## src/rtl/sia_pkg.sv

```systemverilog
package sia_pkg;

  // store geometry
  localparam int unsigned DEPTH     = 16;
  localparam int unsigned WORD_BITS = 32;
  // count and index fields are fixed at 5 bits; DEPTH must stay below 32
  localparam int unsigned CNT_W     = 5;
  localparam int unsigned IDX_W     = $clog2(DEPTH);

  typedef enum logic [2:0] {
    CMD_READ    = 3'd0,
    CMD_WRITE   = 3'd1,
    CMD_APPEND  = 3'd2,
    CMD_PREPEND = 3'd3,
    CMD_INSERT  = 3'd4,
    CMD_REMOVE  = 3'd5,
    CMD_RESIZE  = 3'd6,
    CMD_CLEAR   = 3'd7
  } cmd_e;

  typedef enum logic [1:0] {
    ST_OK    = 2'd0,
    ST_RANGE = 2'd1,
    ST_EMPTY = 2'd2,
    ST_FULL  = 2'd3
  } status_e;

  // what every cell sees each cycle
  typedef enum logic [1:0] {
    BC_NONE  = 2'd0,
    BC_FILL  = 2'd1,  // load value where lo <= i < hi
    BC_SHIFT = 2'd2   // load value at lo, take left word where lo < i <= hi
  } bcast_kind_e;

  typedef struct packed {
    bcast_kind_e            kind;
    logic [CNT_W-1:0]       lo;
    logic [CNT_W-1:0]       hi;
    logic [WORD_BITS-1:0]   value;
  } bcast_t;

endpackage

```

## src/rtl/sia_cell.sv

```systemverilog
module sia_cell (
  input  logic                             clk_i,
  input  logic [sia_pkg::CNT_W-1:0]        pos_i,   // this cell's slot number
  input  sia_pkg::bcast_t                  bc_i,
  input  logic [sia_pkg::WORD_BITS-1:0]    left_i,  // word of slot pos_i-1
  output logic [sia_pkg::WORD_BITS-1:0]    word_o
);

  logic [sia_pkg::WORD_BITS-1:0] word_q, word_d;

  always_comb begin
    word_d = word_q;
    unique case (bc_i.kind)
      sia_pkg::BC_FILL: begin
        if (pos_i >= bc_i.lo && pos_i < bc_i.hi) word_d = bc_i.value;
      end
      sia_pkg::BC_SHIFT: begin
        if (pos_i == bc_i.lo) begin
          word_d = bc_i.value;
        end else if (pos_i > bc_i.lo && pos_i <= bc_i.hi) begin
          word_d = left_i;
        end
      end
      default: word_d = word_q;
    endcase
  end

  always_ff @(posedge clk_i) begin
    word_q <= word_d;
  end

  assign word_o = word_q;

endmodule

```

## src/rtl/shift_insert_array.sv

```systemverilog
// channel   direction  handshake                 words
// --------  ---------  ------------------------  -------------------------------------
// command   in         in_valid_i / in_ready_o   cmd_i, index_i, value_i
// result    out        out_valid_o / out_ready_i read_value_o, count_o, is_empty_o,
//                                                front_value_o, back_value_o, status_o
//
// One command per cycle: every cell updates in the cycle it is accepted, so a
// prepend or insert shifts the whole row at once. The result register holds
// one word; a new command is taken when it is empty or being drained.
// Reset clears the count, the status and the result valid; cell contents are not reset.
// While a result stalls, no command is taken, so the state behind it holds.
module shift_insert_array (
  input  logic                                    clk_i,
  input  logic                                    rst_ni,
  input  logic                                    in_valid_i,
  output logic                                    in_ready_o,
  input  logic [2:0]                              cmd_i,
  input  logic [sia_pkg::CNT_W-1:0]               index_i,
  input  logic signed [sia_pkg::WORD_BITS-1:0]    value_i,
  output logic                                    out_valid_o,
  input  logic                                    out_ready_i,
  output logic signed [sia_pkg::WORD_BITS-1:0]    read_value_o,
  output logic [sia_pkg::CNT_W-1:0]               count_o,
  output logic                                    is_empty_o,
  output logic signed [sia_pkg::WORD_BITS-1:0]    front_value_o,
  output logic signed [sia_pkg::WORD_BITS-1:0]    back_value_o,
  output logic [1:0]                              status_o
);

  localparam logic [sia_pkg::CNT_W-1:0] DepthC = sia_pkg::CNT_W'(sia_pkg::DEPTH);
  localparam logic [sia_pkg::CNT_W-1:0] OneC   = sia_pkg::CNT_W'(1);

  logic [sia_pkg::WORD_BITS-1:0] cell_w [sia_pkg::DEPTH];

  logic                          out_valid_q;
  logic [sia_pkg::CNT_W-1:0]     count_q, count_d;
  logic [sia_pkg::WORD_BITS-1:0] read_q, read_d;
  sia_pkg::status_e              status_q, status_d;
  sia_pkg::bcast_t               bc;
  logic                          accept;
  logic                          empty;
  logic [sia_pkg::CNT_W-1:0]     back_pos;

  assign in_ready_o = !out_valid_q || out_ready_i;
  assign accept     = in_valid_i && in_ready_o;

  // command decode into one broadcast for the row
  always_comb begin
    count_d  = count_q;
    read_d   = '0;
    status_d = sia_pkg::ST_OK;
    bc.kind  = sia_pkg::BC_NONE;
    bc.lo    = count_q;
    bc.hi    = count_q + OneC;
    bc.value = value_i;
    unique case (sia_pkg::cmd_e'(cmd_i))
      sia_pkg::CMD_READ: begin
        if (index_i >= count_q) status_d = sia_pkg::ST_RANGE;
        else read_d = cell_w[index_i[sia_pkg::IDX_W-1:0]];
      end
      sia_pkg::CMD_WRITE: begin
        if (index_i >= count_q) begin
          status_d = sia_pkg::ST_RANGE;
        end else begin
          bc.kind = sia_pkg::BC_FILL;
          bc.lo   = index_i;
          bc.hi   = index_i + OneC;
        end
      end
      sia_pkg::CMD_APPEND, sia_pkg::CMD_PREPEND, sia_pkg::CMD_INSERT: begin
        if (count_q >= DepthC) begin
          status_d = sia_pkg::ST_FULL;
        end else begin
          count_d = count_q + OneC;
          if (sia_pkg::cmd_e'(cmd_i) == sia_pkg::CMD_APPEND ||
              (sia_pkg::cmd_e'(cmd_i) == sia_pkg::CMD_INSERT && index_i >= count_q)) begin
            bc.kind = sia_pkg::BC_FILL;
          end else begin
            bc.kind = sia_pkg::BC_SHIFT;
            bc.lo   = (sia_pkg::cmd_e'(cmd_i) == sia_pkg::CMD_PREPEND) ? '0 : index_i;
            bc.hi   = count_q;
          end
        end
      end
      sia_pkg::CMD_REMOVE: begin
        if (count_q == '0) status_d = sia_pkg::ST_EMPTY;
        else count_d = count_q - OneC;
      end
      sia_pkg::CMD_RESIZE: begin
        if (index_i > DepthC) begin
          status_d = sia_pkg::ST_FULL;
        end else begin
          // shrinking leaves an empty fill range
          bc.kind = sia_pkg::BC_FILL;
          bc.hi   = index_i;
          count_d = index_i;
        end
      end
      sia_pkg::CMD_CLEAR: count_d = '0;
      default: count_d = count_q;
    endcase
    if (!accept) bc.kind = sia_pkg::BC_NONE;
  end

  // row of cells, each taking its left neighbor on a shift
  for (genvar g = 0; g < sia_pkg::DEPTH; g++) begin : g_cell
    logic [sia_pkg::WORD_BITS-1:0] left;
    if (g == 0) begin : g_head
      assign left = '0;
    end else begin : g_body
      assign left = cell_w[g-1];
    end
    sia_cell u_cell (
      .clk_i  (clk_i),
      .pos_i  (sia_pkg::CNT_W'(g)),
      .bc_i   (bc),
      .left_i (left),
      .word_o (cell_w[g])
    );
  end

  always_ff @(posedge clk_i or negedge rst_ni) begin
    if (!rst_ni) begin
      out_valid_q <= 1'b0;
      count_q     <= '0;
      status_q    <= sia_pkg::ST_OK;
    end else begin
      if (accept) begin
        out_valid_q <= 1'b1;
        count_q     <= count_d;
        status_q    <= status_d;
      end else if (out_ready_i) begin
        out_valid_q <= 1'b0;
      end
    end
  end

  always_ff @(posedge clk_i) begin
    if (accept) read_q <= read_d;
  end

  // front/back come straight off the row; the row holds while a result waits
  assign empty         = (count_q == '0);
  assign back_pos      = count_q - OneC;
  assign out_valid_o   = out_valid_q;
  assign read_value_o  = read_q;
  assign count_o       = count_q;
  assign is_empty_o    = empty;
  assign status_o      = status_q;
  assign front_value_o = empty ? '0 : cell_w[0];
  assign back_value_o  = empty ? '0 : cell_w[back_pos[sia_pkg::IDX_W-1:0]];

  // count never passes depth
  a_count_bound: assert property (@(posedge clk_i) disable iff (!rst_ni)
    count_q <= DepthC)
    else $error("count above depth");

  a_clear: assert property (@(posedge clk_i) disable iff (!rst_ni)
    accept && cmd_i == sia_pkg::CMD_CLEAR |=> count_q == '0 && status_o == sia_pkg::ST_OK)
    else $error("clear did not empty the store");

  a_full_holds: assert property (@(posedge clk_i) disable iff (!rst_ni)
    accept && count_q == DepthC && cmd_i == sia_pkg::CMD_APPEND
    |=> status_o == sia_pkg::ST_FULL && count_q == $past(count_q))
    else $error("append on full store changed count");

  a_remove: assert property (@(posedge clk_i) disable iff (!rst_ni)
    accept && cmd_i == sia_pkg::CMD_REMOVE && count_q != '0
    |=> count_q == $past(count_q) - OneC)
    else $error("remove did not drop one entry");

  a_stall_holds: assert property (@(posedge clk_i) disable iff (!rst_ni)
    out_valid_o && !out_ready_i |=> $stable(count_q) && $stable(back_value_o))
    else $error("state moved under a stalled result");

endmodule
```

## config.mk

```make
export PLATFORM = sky130hd
export DESIGN_NAME = shift_insert_array
export DESIGN_NICKNAME = d
export VERILOG_FILES = /design/src/rtl/sia_pkg.sv /design/src/rtl/sia_cell.sv /design/src/rtl/shift_insert_array.sv
export SDC_FILE = /design/constraint.sdc
export NUM_CORES = 1
export LEC_CHECK = 0
export BUFFER_PORTS_ARGS = -buffer_cell sky130_fd_sc_hd__buf_2
export CAP_MARGIN = 15
export CORE_ASPECT_RATIO = 2
export CORE_MARGIN = 2
export CORE_UTILIZATION = 30
export DETAILED_ROUTE_END_ITERATION = 8
export HOLD_SLACK_MARGIN = 0.08
export SLEW_MARGIN = 20
export SYNTH_ARGS = -nofsm -noshare
export SYNTH_HDL_FRONTEND = slang
export SYNTH_SLANG_ARGS = --single-unit
```

## constraint.sdc

```tcl
create_clock -name clk_i -period 15.1 [get_ports clk_i]
set_input_delay 3.775 -clock clk_i [delete_from_list [all_inputs] [get_ports clk_i]]
set_output_delay 3.775 -clock clk_i [all_outputs]
set_load 0.03 [all_outputs]
```

[Yosys cells after proc, flatten, opt, wreduce, memory -nomap -nowiden]
Cells that the tools add are included.
Widths: inputs -> output; s select.
Storage, ports and cells
  register bits: 552
  input bits: 44
  output and inout bits: 106
  logic and storage cells: 311
Operators by class
  add/subtract/negate cells: 3
  magnitude comparators: 69
  eq/ne operators: 59
  mux-type cells: 94
  bitwise logic cells: 3
  reductions and logical operators: 63
Operators by type and width (number)
  $mux 32: 54
  $pmux 32 s2: 16
  $bmux 32 s4: 2
  $ne 3x1->1 const B: 16
  $reduce_and 3->1: 16
  $eq 4x5->1 const A: 8
  $ge 4x5->1 const A: 8
  $gt 4x5->1 const A: 8
  $le 4x5->1 const A: 8
  $lt 4x5->1 const A: 8
  $logic_and 1x1->1: 34
  $ne 2x1->1 const B: 16
  $mux 5: 5
  $eq 3x5->1 const A: 4
  $ge 3x5->1 const A: 4
  $gt 3x5->1 const A: 4
  $le 3x5->1 const A: 4
  $lt 3x5->1 const A: 4
  $pmux 5 s4: 1
  $ge 5x5->1 const B: 3
  $pmux 5 s3: 1
  $eq 3x3->1 const B: 4
  $mux 12: 1
  $mux 11: 1
  36 further kinds: 61

[Longest topological paths before layout]
Gate-level depths: netlist of the first run.
  word-level depth: 11
  mapped depth: 19
  depth with buffers taken out: 15

[Cells and area by module]
A second synthesis of the first run with hierarchy kept.
Unflattened totals
  cells, all modules: 2501
  area total of the unflattened synthesis: 39721.8 um^2
By module, submodules not included
  sia_cell: instances 16, cells each 106, area an instance 1813.0 um^2, sequential area each 960.9 um^2
  shift_insert_array: instances 1, cells each 805, area an instance 10714.0 um^2, sequential area each 1161.1 um^2

[Least setup slack after synthesis of the first run]
OpenSTA, ideal clock, no wires.
  path kind: input to register
  start point: in index_i[0] (netlist name)
  end point: reg g_cell[12].u_cell.word_q (netlist bit g_cell[12].u_cell.word_o[0]) (enable)
  setup time: 594 ps
  arrival: 11386 ps
  data required time: 14506 ps
  path slack: 3120 ps
  stages: 17
  buffers on the path: 3
  path through: buf_2 inv_1 ha_1 nor2b_1 o21ai_1 a21oi_1 clkbuf_1 nor2_1 a21oi_1 nor2_1 o21bai_1 a211o_1 ha_1 buf_1 o21ai_2 a21oi_1 a2111oi_0
On the way
  longest elaborated chain between the ends: 10
  elaborated cells between the ends (all ways): 29
  those cells by class: 1 x add/sub; 6 x order compare; 5 x eq/ne; 11 x mux; 6 x reduce/logical
RTL lines
  from (decl): RTL line shift_insert_array.sv:18  | input logic [sia_pkg::CNT_W-1:0] index_i,
  $ge 5x5->1: RTL line shift_insert_array.sv:62, shift_insert_array.sv:76
  $logic_and 1x1->1: RTL line shift_insert_array.sv:76  | (sia_pkg::cmd_e'(cmd_i) == sia_pkg::CMD_INSERT && index_i >= count_q)) begin
  $logic_or 1x1->1: RTL line shift_insert_array.sv:75  | if (sia_pkg::cmd_e'(cmd_i) == sia_pkg::CMD_APPEND ||
  $mux 10 / $mux 2 (equally long branches): RTL line shift_insert_array.sv:75
  $mux 12: RTL line shift_insert_array.sv:71  | if (count_q >= DepthC) begin
  $pmux 5 s3 (tied with other cells): RTL line shift_insert_array.sv:56  | unique case (sia_pkg::cmd_e'(cmd_i))
  $le 4x5->1 (tied with other cells): RTL line sia_cell.sv:20  | end else if (pos_i > bc_i.lo && pos_i <= bc_i.hi) begin
  $logic_and 1x1->1 (tied with other cells): RTL line sia_cell.sv:20
  $ne 3x1->1 (no line) (tied with other cells)
  $reduce_and 3->1 (no line) (*)
  to (signal assigned): RTL line sia_cell.sv:29  | word_q <= word_d;
  to (decl): RTL line sia_cell.sv:9  | logic [sia_pkg::WORD_BITS-1:0] word_q, word_d;
Every way passes the cells marked *; elsewhere a longest branch is shown, timed or not.
A chain may end at the register's enable or synchronous reset.

[Worst setup path in the final report of the first run]
  start point: reg count_q (netlist bit count_o[1])
  end point: out back_value_o[18] (netlist name)
On the way
  longest elaborated chain between the ends: 6
  elaborated cells between the ends (all ways): 7
  those cells by class: 1 x add/sub; 4 x mux; 1 x bitwise; 1 x reduce/logical
RTL lines
  from (decl): RTL line shift_insert_array.sv:36  | logic [sia_pkg::CNT_W-1:0] count_q, count_d;
  from (signal assigned): RTL line shift_insert_array.sv:130  | count_q <= count_d;
  $sub 5x1->5: RTL line shift_insert_array.sv:144  | assign back_pos = count_q - OneC;
  $not 4->5 (not written as such): RTL line shift_insert_array.sv:151  | assign back_value_o = empty ? '0 : cell_w[back_pos[sia_pkg::IDX_W-1:0]];
  $bmux 32 s4: RTL line shift_insert_array.sv:151
  $mux 32 (not written as such) (2 in series): RTL line shift_insert_array.sv:151
  $mux 32 (*): RTL line shift_insert_array.sv:151
  to (decl): RTL line shift_insert_array.sv:26  | output logic signed [sia_pkg::WORD_BITS-1:0] back_value_o,
Every way passes the cells marked *; elsewhere a longest branch is shown, timed or not. The select of a mux whose other input is x is not followed.

==> summary.txt, run 1 <==
Worst slew margin: 28.13%
yosys warns: 0
DIE AREA: 113200 um^2
post-synthesis sequential area ratio: 49.96%
status: finished, final reports clean
vias in the first global route: 22185
Slowest-stage cell, CP: buf_4
WL final: 115.2 mm
Setup Buffers After CTS: 0
Metal-1 WL: 45.37 mm
Max Clock Freq: 115.1 MHz
final hold vios: 0
DRC viols: 0
Critical Path End Type: output pin
sequential power share: 32.6%
Core Region: 109500 um^2
gpl congestion: 0.8544
Hold Path Class: register to register
Area Overhead vs Synth: 11.82%
Final HPWL DP: 75.83 mm
ratio of total power to cell area: 171.3 nW/um^2
min Tclk post-route: 8690 ps
internal power: 0.003648 W
Crit Path Class: register to output pin
CTS Root Cell: clkbuf_16
post-cts sizing count: 0
Initial Util: 30.21%
Clock Power Share: 20.2%
peak supply drop: 0.1638 mV
Gate power share: 47.2%
Hold Path Stages: 2
die outline width: 238.9 um
# IOs: 150
commonest register cell after synthesis: edfxtp_1
DR pass1 iterations: 6
metal3 WL: 7.596 mm
first-pass GRT wire length: 165.9 mm
fin. max-slew vios: 0
Largest stage delay, worst path: 820 ps
most used cell, CP: a211oi_1
Setup crit start: count_o[1]$_DFFE_PN0P_
I/O Buffers: 149
CP max FO: 49
Hold Crit Start: status_o[0]$_DFFE_PN0P_
post-route clock period utilization: 57.55%
CTS tree: built
fin nets: 2273
Mapped Avg Cell Area: 15.27 um^2
final setup fails: 0
RR Endpoint: g_cell[8].u_cell.word_o[27]$_DFFE_PP_
Fillers: 10477
switching fraction of total power: 42.47%
largest net degree at the start of global routing: 66
clock skew: 22.82 ps
number of buffers created by CTS: 50
data required time of the critical path: 11320 ps
Cell variety after synth: 80
antenna violations before repair: 11
routed vias/inst: 6.012
Post-synth EDFFs: 544
1st-iter DRT viols: 2220
FP Rows: 172
worst hold path endpoint: status_o[0]$_DFFE_PN0P_
share of the core filled with cells: 33.78%
LEAKAGE: 12.24 nW
Reg2Reg Setup Slack: 9150 ps
setup TNS: 0 ps
htree depth: 2
Cell Chain, Critical Path: inv_1 -> ha_4 -> buf_4 -> mux4_2 -> nor2b_1 -> a211oi_1 -> a211oi_1 -> buf_2
Clock Latency Late Sink: 630 ps
R2R depth: 18
metal2 WL: 57.86 mm
cells after synthesis: 2167
gr usage total: 19.99%
Syn Std Cell Area: 33100 um^2
routed length per instance: 31.56 um
slew of the pin with the lowest slew margin: 1078 ps
Overflow after GRT: 0
crit path launch type: register
uppermost layer routed: met5
Switch Pwr: 0.002693 W
number of synthesized register bits: 552
CP arrival: 4920 ps
die height: 473.7 um
share of cells above drive strength 1: 46.55%
Clock Path Buffers: 3
# clock sinks: 552
Mapped Nets: 2222
post-route ant nets: 0
clock-pin slew on the worst setup and hold paths: 70 ps
Critical R2R Launch: count_o[0]$_DFFE_PN0P_
Max-Cap Viols: 0
hold_buf cts: 0
RSZ-0062 raised after global routing: no
asr flop ratio synth: 1.449%
vias: 21948
==> placed cells by master, fill, tap and decap left out, types with 18 or more instances in the layout <==
cell type    n
a221oi_1    39
a22oi_1     19
nor2_1      18
inv_1       21
buf_4       62
a21oi_1     50
clkbuf_16   50
mux2i_1    104
mux4_2     234
and2_1      34
a211oi_1    69
o21ai_0     42
nand2_1     36
buf_2      147
edfxtp_1   544
mux2_2     474
nor2b_1     70
==> logic make-up after synthesis <==
kind of cell	after synthesis	share of synthesized area [%]
compound gates	304	6.725
xor+xnor	8	0.2117
flops	552	49.96
mux	823	35.62
buf+inv	234	3.051
fa+ha+maj	11	0.4158
simple gates	235	4.011
==> synthesized netlist by cell type (17+ instances only) <==
master,count,area (um^2)
a211oi_1,74,555.5
a21oi_1,56,280.3
a221oi_1,40,350.3
a22oi_1,19,142.6
and2_1,35,219.0
and3_1,17,106.4
buf_1,26,97.59
buf_2,65,325.3
clkbuf_1,110,412.9
edfxtp_1,544,16340
inv_1,22,82.58
mux2_2,474,5338
mux2i_1,104,1041
mux4_2,234,5270
nand2_1,36,135.1
nor2_1,21,78.83
nor2b_1,70,437.9
o21ai_0,42,210.2
==> per-stage QoR <==
stage	total power (W)	cell area (um^2)	hold WS, ps	setup WS [ps]	instances
3_5_place_dp	0.005087	35470	499.3	5932	3558
3_3_place_gp	0.005059	35460	493.3	5950	3558
2_1_floorplan	0.004016	33100	542.2	3120	2167
5_1_grt	0.006578	37010	536.2	6268	3651
4_1_cts	0.006377	37010	515.3	6434	3650
6_report	0.006341	37010	494.4	6410	3651
==> sequential cells by signal (all words and copies together) (netlist names) <==
register / cells
count_o: 5
g_cell.u_cell.word_o: 512
out_valid_o: 1
read_value_o: 32
status_o: 2
==> power groups by stage <==
| stage | combinational (W) | sequential [W] | clock (W) |
|---|---|---|---|
| 3_3_place_gp | 0.00298 | 0.00208 | 0 |
| 6_report | 0.00299 | 0.00207 | 0.00128 |
| 2_1_floorplan | 0.00197 | 0.00204 | 0 |
| 5_1_grt | 0.00315 | 0.00208 | 0.00135 |
| 4_1_cts | 0.00301 | 0.00207 | 0.00131 |
| 3_5_place_dp | 0.00299 | 0.00210 | 0 |
==> worst max-delay path by stage <==
| stage | end |
|---|---|
| final | back_value_o[18] |
| after global routing | g_cell[8].u_cell.word_o[25]$_DFFE_PP_ |
| after CTS | back_value_o[16] |
| after detailed placement | g_cell[8].u_cell.word_o[21]$_DFFE_PP_ |
| after global placement | g_cell[8].u_cell.word_o[24]$_DFFE_PP_ |
| after floorplan | g_cell[12].u_cell.word_o[0]$_DFFE_PP_ |
==> worst max-delay path, delay by kind of cell (launching register included) <==
kind                     cells  cell delay, ps
AND/OR/NAND/NOR              1             300
multiplexers                 1             370
adder cells (fa/ha/maj)      1             800
flip-flops                   1             650
buffers and inverters        3            1480
AO/OA/AOI/OAI                2             670
==> per-layer routing <==
metal | up-vias | GRT usage [%]
li1 | 8931 | -
met1 | 11676 | 25.46
met2 | 1106 | 34.32
met3 | 217 | 2.918
met4 | 18 | 7.267
met5 | - | 0
==> layout make-up <==
class | instances | area [um^2] | share of cell area [%]
Sequential cell | 552 | 16540 | 44.69
Multi-Input combinational cell | 1381 | 15880 | 42.91
Tap cell | 1392 | 1742 | 4.706
Clock inverter | 34 | 259.0 | 0.6998
Antenna cell | 1 | 2.502 | 0.006762
Clock buffer | 58 | 1281 | 3.462
Inverter | 23 | 86.33 | 0.2333
Timing Repair Buffer | 210 | 1216 | 3.286
(Power assumes the default switching activity.)
==> run 2: changes to the inputs <==
==> constraint.sdc (replaced) <==
create_clock -name clk_i -period 7.2 [get_ports clk_i]
set_input_delay 1.8 -clock clk_i [delete_from_list [all_inputs] [get_ports clk_i]]
set_output_delay 1.8 -clock clk_i [all_outputs]
set_load 0.03 [all_outputs]
==> run 2 against run 1 <==
- clock power up 130%
- sequential power up 110%
- non-clock buffer count up 24
- clock skew about the same
- critical endpoint is now back_value_o[16]
- largest cell class unchanged
- design area up 1.4%
- cell count up 0.88%
- setup slack worse by 5300 ps
- highest routed layer unchanged
- via count up 1.9%
- routed wire length up 4.4%
- count of clock-buffer cells in the layout down 2
==> summary.txt, run 2 (synthesis results as in run 1) <==
Worst slew margin: 24.78% (-3.3 points)
share of the core filled with cells: 34.25% (+0.47 points)
1st-iter DRT viols: 2227 (+0.32%)
number of buffers created by CTS: 51 (+2.0%)
final setup fails: 0 (unchanged)
Setup Buffers After CTS: 0 (unchanged)
Area Overhead vs Synth: 13.37%
post-route clock period utilization: 85.25%
Cell Chain, Critical Path: inv_1 -> ha_4 -> buf_4 -> buf_4 -> mux4_2 -> mux2i_1 -> a211oi_1 -> buf_2
routed vias/inst: 6.071 (+0.99%)
FP Rows: 172 (unchanged)
routed length per instance: 32.65 um (+3.5%)
CP max FO: 32 (-35%)
Slowest-stage cell, CP: dfrtp_4
RSZ-0062 raised after global routing: no
Hold Path Class: register to register
I/O Buffers: 149 (unchanged)
DRC viols: 0 (unchanged)
final hold vios: 0 (unchanged)
WL final: 120.3 mm (+4.4%)
Clock Latency Late Sink: 660 ps (+30 ps)
end point of the critical path: back_value_o[16]
Final HPWL DP: 73.65 mm (-2.9%)
setup TNS: 0 ps (unchanged)
Crit Path Class: register to output pin
Overflow after GRT: 0 (unchanged)
delay-heaviest family, CP: buffers and inverters
share of cells above drive strength 1: 47.55% (+1.0 points)
Cells after DPL: 3582 (+0.67%)
min Tclk post-route: 6138 ps
Critical R2R Launch: count_o[2]$_DFFE_PN0P_
DR pass1 iterations: 5 (-1)
max reg flops: 512 (unchanged)
post-cts sizing count: 0 (unchanged)
antenna violations before repair: 7 (-4)
Setup crit start: count_o[0]$_DFFE_PN0P_
DIE AREA: 113200 um^2 (unchanged)
crit path launch type: register
CTS Root Cell: clkbuf_16
CP arrival: 4340 ps (-580 ps)
htree depth: 2 (unchanged)
busiest grt layer: met2
fin. max-slew vios: 0 (unchanged)
slew of the pin with the lowest slew margin: 1124 ps (+45.97 ps)
RR Endpoint: g_cell[12].u_cell.word_o[23]$_DFFE_PP_
gr usage total: 21.01% (+1.0 points)
grt met1 use: 24.97% (-0.49 points)
clock skew: 22.52 ps (-0.2989 ps)
first-pass GRT wire length: 172.2 mm (+3.8%)
Clock Path Buffers: 3 (unchanged)
die outline width: 238.9 um (unchanged)
Max Clock Freq: 162.9 MHz
largest net degree at the start of global routing: 99 (+50%)
critical path depth in cells: 8 (unchanged)
Max-Cap Viols: 0 (unchanged)
Initial Util: 30.21% (unchanged)
die height: 473.7 um (unchanged)
Final Cell Area: 37520 um^2 (+1.4%)
fin nets: 2298 (+1.1%)
Largest stage delay, worst path: 850 ps (+30 ps)
met3 Resource Use GR: 3.721% (+0.80 points)
R2R depth: 16 (-2)
Core Region: 109500 um^2 (unchanged)
# clock sinks: 552 (unchanged)
status: finished, final reports clean
ratio of total power to cell area: 364.8 nW/um^2 (+110%)
CTS tree: built
gpl congestion: 0.9006 (+5.4%)
LEAKAGE: 12.50 nW (+2.1%)
clock-pin slew on the worst setup and hold paths: 70 ps (about the same)
vias in the first global route: 23357 (+5.3%)
Reg2Reg Setup Slack: 1860 ps (-7290 ps)
most used cell, CP: buf_4
Bufs and invs on worst path: 4 (+1)
M2 GR Usage: 35.76% (+1.4 points)
hold_buf cts: 0 (unchanged)
post-route ant nets: 0 (unchanged)
peak supply drop: 0.2190 mV (+34%)
Finished Layout Cells: 3683 (+0.88%)
Critical Path End Type: output pin
commonest non-fill, non-tap cell in the layout: edfxtp_1
commonest non-fill, non-tap cells in the layout: edfxtp_1 (544), mux2_2 (474), mux4_2 (234), buf_2 (147), mux2i_1 (104)
area post-placement: 35780 um^2 (+0.89%)
vias: 22359 (+1.9%)
# IOs: 150 (unchanged)
data required time of the critical path: 5400 ps (-5920 ps)
-- run 2: metrics by stage --
stage | worst slack [ps] | hold slack, ps | power [W]
after floorplan | 250.9 | 542.2 | 0.008425
after global placement | 1114 | 470.4 | 0.01078
after detailed placement | 1071 | 465.5 | 0.01082
after CTS | 919.6 | 480.6 | 0.01378
after global routing | 790.9 | 514.2 | 0.01420
final | 1062 | 474.3 | 0.01369
-- run 2: worst register-to-register path, cell delays in order, from the launching register on --
cell	delay, ps
dfrtp_1	820
inv_1	330
ha_1	400
nand2_1	80
o21ai_1	390
a21oi_2	120
nor2_1	170
a21oi_1	90
nor2_1	110
o21bai_1	90
a211o_1	310
ha_1	230
buf_4	280
o21ai_4	340
a21oi_1	230
a2111oi_4	290
buf_4	660
-- run 2: power by group --
group / switching [W] / leakage, nW / total (W) / internal, W
combinational: 0.00408 / 6.55 / 0.00642 / 0.00234
sequential: 0.000308 / 5.10 / 0.00431 / 0.00401
clock: 0.00138 / 0.851 / 0.00296 / 0.00158
-- run 2: worst min-delay path by stage --
stage	from	endpoint	cells after the start	slack (ps)
2_1_floorplan	g_cell[1].u_cell.word_o[20]$_DFFE_PP_	g_cell[2].u_cell.word_o[20]$_DFFE_PP_	1	540
3_3_place_gp	status_o[1]$_DFFE_PN0P_	status_o[1]$_DFFE_PN0P_	2	470
3_5_place_dp	status_o[0]$_DFFE_PN0P_	status_o[0]$_DFFE_PN0P_	2	470
4_1_cts	status_o[0]$_DFFE_PN0P_	status_o[0]$_DFFE_PN0P_	2	480
5_1_grt	status_o[0]$_DFFE_PN0P_	status_o[0]$_DFFE_PN0P_	2	510
6_report	status_o[0]$_DFFE_PN0P_	status_o[0]$_DFFE_PN0P_	2	470
-- run 2: area by class of cell --
| cell class | instances | area, um^2 |
|---|---|---|
| Antenna cell | 5 | 12.51 |
| Clock buffer | 56 | 1295 |
| Clock inverter | 40 | 434.2 |
| Fill cell | 10311 | 72020 |
| Inverter | 23 | 86.33 |
| Multi-Input combinational cell | 1381 | 15910 |
| Sequential cell | 552 | 16540 |
| Tap cell | 1392 | 1742 |
| Timing Repair Buffer | 234 | 1504 |
-- run 2: layer usage --
layer	vias up	part of all wire [%]
met5	-	0.031
met4	6	6.0
met3	350	7.6
met2	1285	50
met1	11727	37
li1	8991	-
==> run 3: changes to the inputs <==
==> constraint.sdc (replaced) <==
create_clock -name clk_i -period 7.2 [get_ports clk_i]
set_input_delay 0.72 -clock clk_i [delete_from_list [all_inputs] [get_ports clk_i]]
set_output_delay 0.72 -clock clk_i [all_outputs]
set_load 0.03 [all_outputs]
==> run 3 against run 2 <==
- combinational power fell by 2%
- routed wire length fell by 2.7%
- non-clock buffer count fell by 18
- via count fell by 1.1%
- hold slack got worse by 170 ps
- global-route usage fell by 0.62 points
- count of clock-buffer cells in the layout rose by 3
- critical path depth rose by 8
- sequential share of layout area rose by 0.43 points
- design area fell by 0.96%
- critical path type is now register to register
- critical endpoint is now g_cell[12].u_cell.word_o[21]$_DFFE_PP_
- largest cell class unchanged
==> summary.txt, run 3 (synthesis results as in run 1) <==
commonest non-fill, non-tap cells in the layout: edfxtp_1 (544), mux2_2 (474), mux4_2 (234), buf_2 (147), mux2i_1 (104)
setup TNS: 0 ps (unchanged)
final hold vios: 0 (unchanged)
status: finished, final reports clean
max reg flops: 512 (unchanged)
number of buffers created by CTS: 50 (-2.0%)
fin nets: 2279 (-0.83%)
Clock Path Buffers: 3 (unchanged)
Max Clock Freq: 176.4 MHz (+8.3%)
vias in the first global route: 23101 (-1.1%)
share of the core filled with cells: 33.93% (-0.33 points)
die outline width: 238.9 um (unchanged)
Final Power: 0.01334 W (-2.5%)
Area Overhead vs Synth: 12.29%
gr usage total: 20.40% (-0.62 points)
Cell Chain, Critical Path: inv_1 -> ha_1 -> nand2_1 -> o21ai_1 -> a21oi_2 -> nor2_1 -> a21oi_1 -> nor2_1 -> o21bai_1 -> a211o_1 -> ha_1 -> buf_4 -> o21ai_4 -> a21oi_1 -> a2111oi_4 -> buf_4
RSZ-0062 raised after global routing: no
clock-pin slew on the worst setup and hold paths: 70 ps (about the same)
FP Rows: 172 (unchanged)
Fillers: 10414 (+1.0%)
Initial Util: 30.21% (unchanged)
Largest stage delay, worst path: 780 ps (-70 ps)
# clock sinks: 552 (unchanged)
end point of the critical path: g_cell[12].u_cell.word_o[21]$_DFFE_PP_
post-cts sizing count: 0 (unchanged)
final setup fails: 0 (unchanged)
peak supply drop: 0.3645 mV (+66%)
vias: 22110 (-1.1%)
Slowest-stage cell, CP: dfrtp_1
first-pass GRT wire length: 167.9 mm (-2.5%)
DRC viols: 0 (unchanged)
Bufs and invs on worst path: 3 (-1)
htree depth: 2 (unchanged)
R2R depth: 16 (unchanged)
min Tclk post-route: 5668 ps (-470.2 ps)
I/O Buffers: 149 (unchanged)
Core Region: 109500 um^2 (unchanged)
CTS Root Cell: clkbuf_16
delay-heaviest family, CP: compound AO/OA/AOI/OAI gates
DIE AREA: 113200 um^2 (unchanged)
slew of the pin with the lowest slew margin: 1030 ps (-94.21 ps)
Final HPWL DP: 70.37 mm (-4.5%)
CP max FO: 32 (unchanged)
# IOs: 150 (unchanged)
routed vias/inst: 6.044 (-0.44%)
Critical R2R Launch: count_o[2]$_DFFE_PN0P_
data required time of the critical path: 7450 ps (+2050 ps)
Overflow after GRT: 0 (unchanged)
RR Endpoint: g_cell[12].u_cell.word_o[21]$_DFFE_PP_
antenna violations before repair: 5 (-2)
clock skew: 25.76 ps (+3.242 ps)
post-route ant nets: 0 (unchanged)
Critical Path End Type: register
share of cells above drive strength 1: 46.69% (-0.86 points)
LEAKAGE: 12.31 nW (-1.5%)
WL final: 117.0 mm (-2.7%)
commonest non-fill, non-tap cell in the layout: edfxtp_1
DR pass1 iterations: 7 (+2)
CP arrival: 5910 ps (+1570 ps)
Hold Path Class: input port to register
Setup crit start: count_o[2]$_DFFE_PN0P_
critical path depth in cells: 16 (+8)
Reg2Reg Setup Slack: 1530 ps (-330 ps)
fin. max-slew vios: 0 (unchanged)
worst hold slack: 307.3 ps (-167.0 ps)
Worst slew margin: 31.19% (+6.4 points)
die height: 473.7 um (unchanged)
gpl congestion: 0.8850 (-1.7%)
Clock Latency Late Sink: 620 ps (-40 ps)
ratio of total power to cell area: 359.0 nW/um^2 (-1.6%)
Max-Cap Viols: 0 (unchanged)
post-route clock period utilization: 78.72% (-6.5 points)
largest net degree at the start of global routing: 97 (-2.0%)
crit path launch type: register
1st-iter DRT viols: 2388 (+7.2%)
CTS tree: built
routed length per instance: 31.98 um (-2.1%)
Crit Path Class: register to register
-- run 3: cell types whose count changed in the layout (fill, tap and decap cells not counted), moves of 3 or more --
cell	delta
diode_2	-3
buf_4	-15
buf_12	-3
clkinv_2	-3
clkinv_1	+5
clkbuf_1	+4
-- run 3: per-stage QoR --
step	setup slack [ps]	instance area (um^2)	cells
floorplan	173.7	33100	2167
global placement	1203	35560	3563
detailed placement	1122	35560	3563
CTS	1609	37160	3656
global route	1304	37160	3657
finish	1532	37160	3658
-- run 3: area by class of cell --
type                       count  area [um^2]  share of cell area [%]
inverter                      23        86.33                  0.2323
sequential                   552        16540                   44.51
timing repair buffer         216         1314                   3.535
clock buffer                  59         1285                   3.458
multi-input combinational   1381        15890                   42.76
clock inverter                33        301.5                  0.8114
tap                         1392         1742                   4.687
antenna                        2        5.005                 0.01347
-- run 3: layer usage --
layer | wire, um | GRT usage, % | part of all wire (%)
met5 | 14 | 0 | 0.012
met4 | 6706 | 10.80 | 5.7
met3 | 8540 | 2.941 | 7.3
met2 | 59100 | 35.45 | 51
met1 | 42610 | 24.25 | 36
-- run 3: timing repair --
action / CTS / global route
hold buffers: 1 / 0
setup buffers: 0 / 0
endpoints found under the setup margin: 0 / 0
hold endpoints to repair: 8 / 0
-- run 3: how the worst min path moves through the flow --
stage | depth (start not counted) | end | slack [ps] | startpoint
2_1_floorplan | 0 | count_o[0]$_DFFE_PN0P_ | 420 | rst_ni
3_3_place_gp | 2 | status_o[1]$_DFFE_PN0P_ | 480 | status_o[1]$_DFFE_PN0P_
3_5_place_dp | 2 | status_o[1]$_DFFE_PN0P_ | 480 | status_o[1]$_DFFE_PN0P_
4_1_cts | 2 | out_valid_o$_DFFE_PN0P_ | 280 | in_valid_i
5_1_grt | 2 | out_valid_o$_DFFE_PN0P_ | 300 | in_valid_i
6_report | 2 | out_valid_o$_DFFE_PN0P_ | 310 | in_valid_i
-- run 3: power breakdown --
part | internal, W | switching, W
logic | 0.00226 | 0.00402
registers | 0.00401 | 0.000292
clock network | 0.00146 | 0.00129
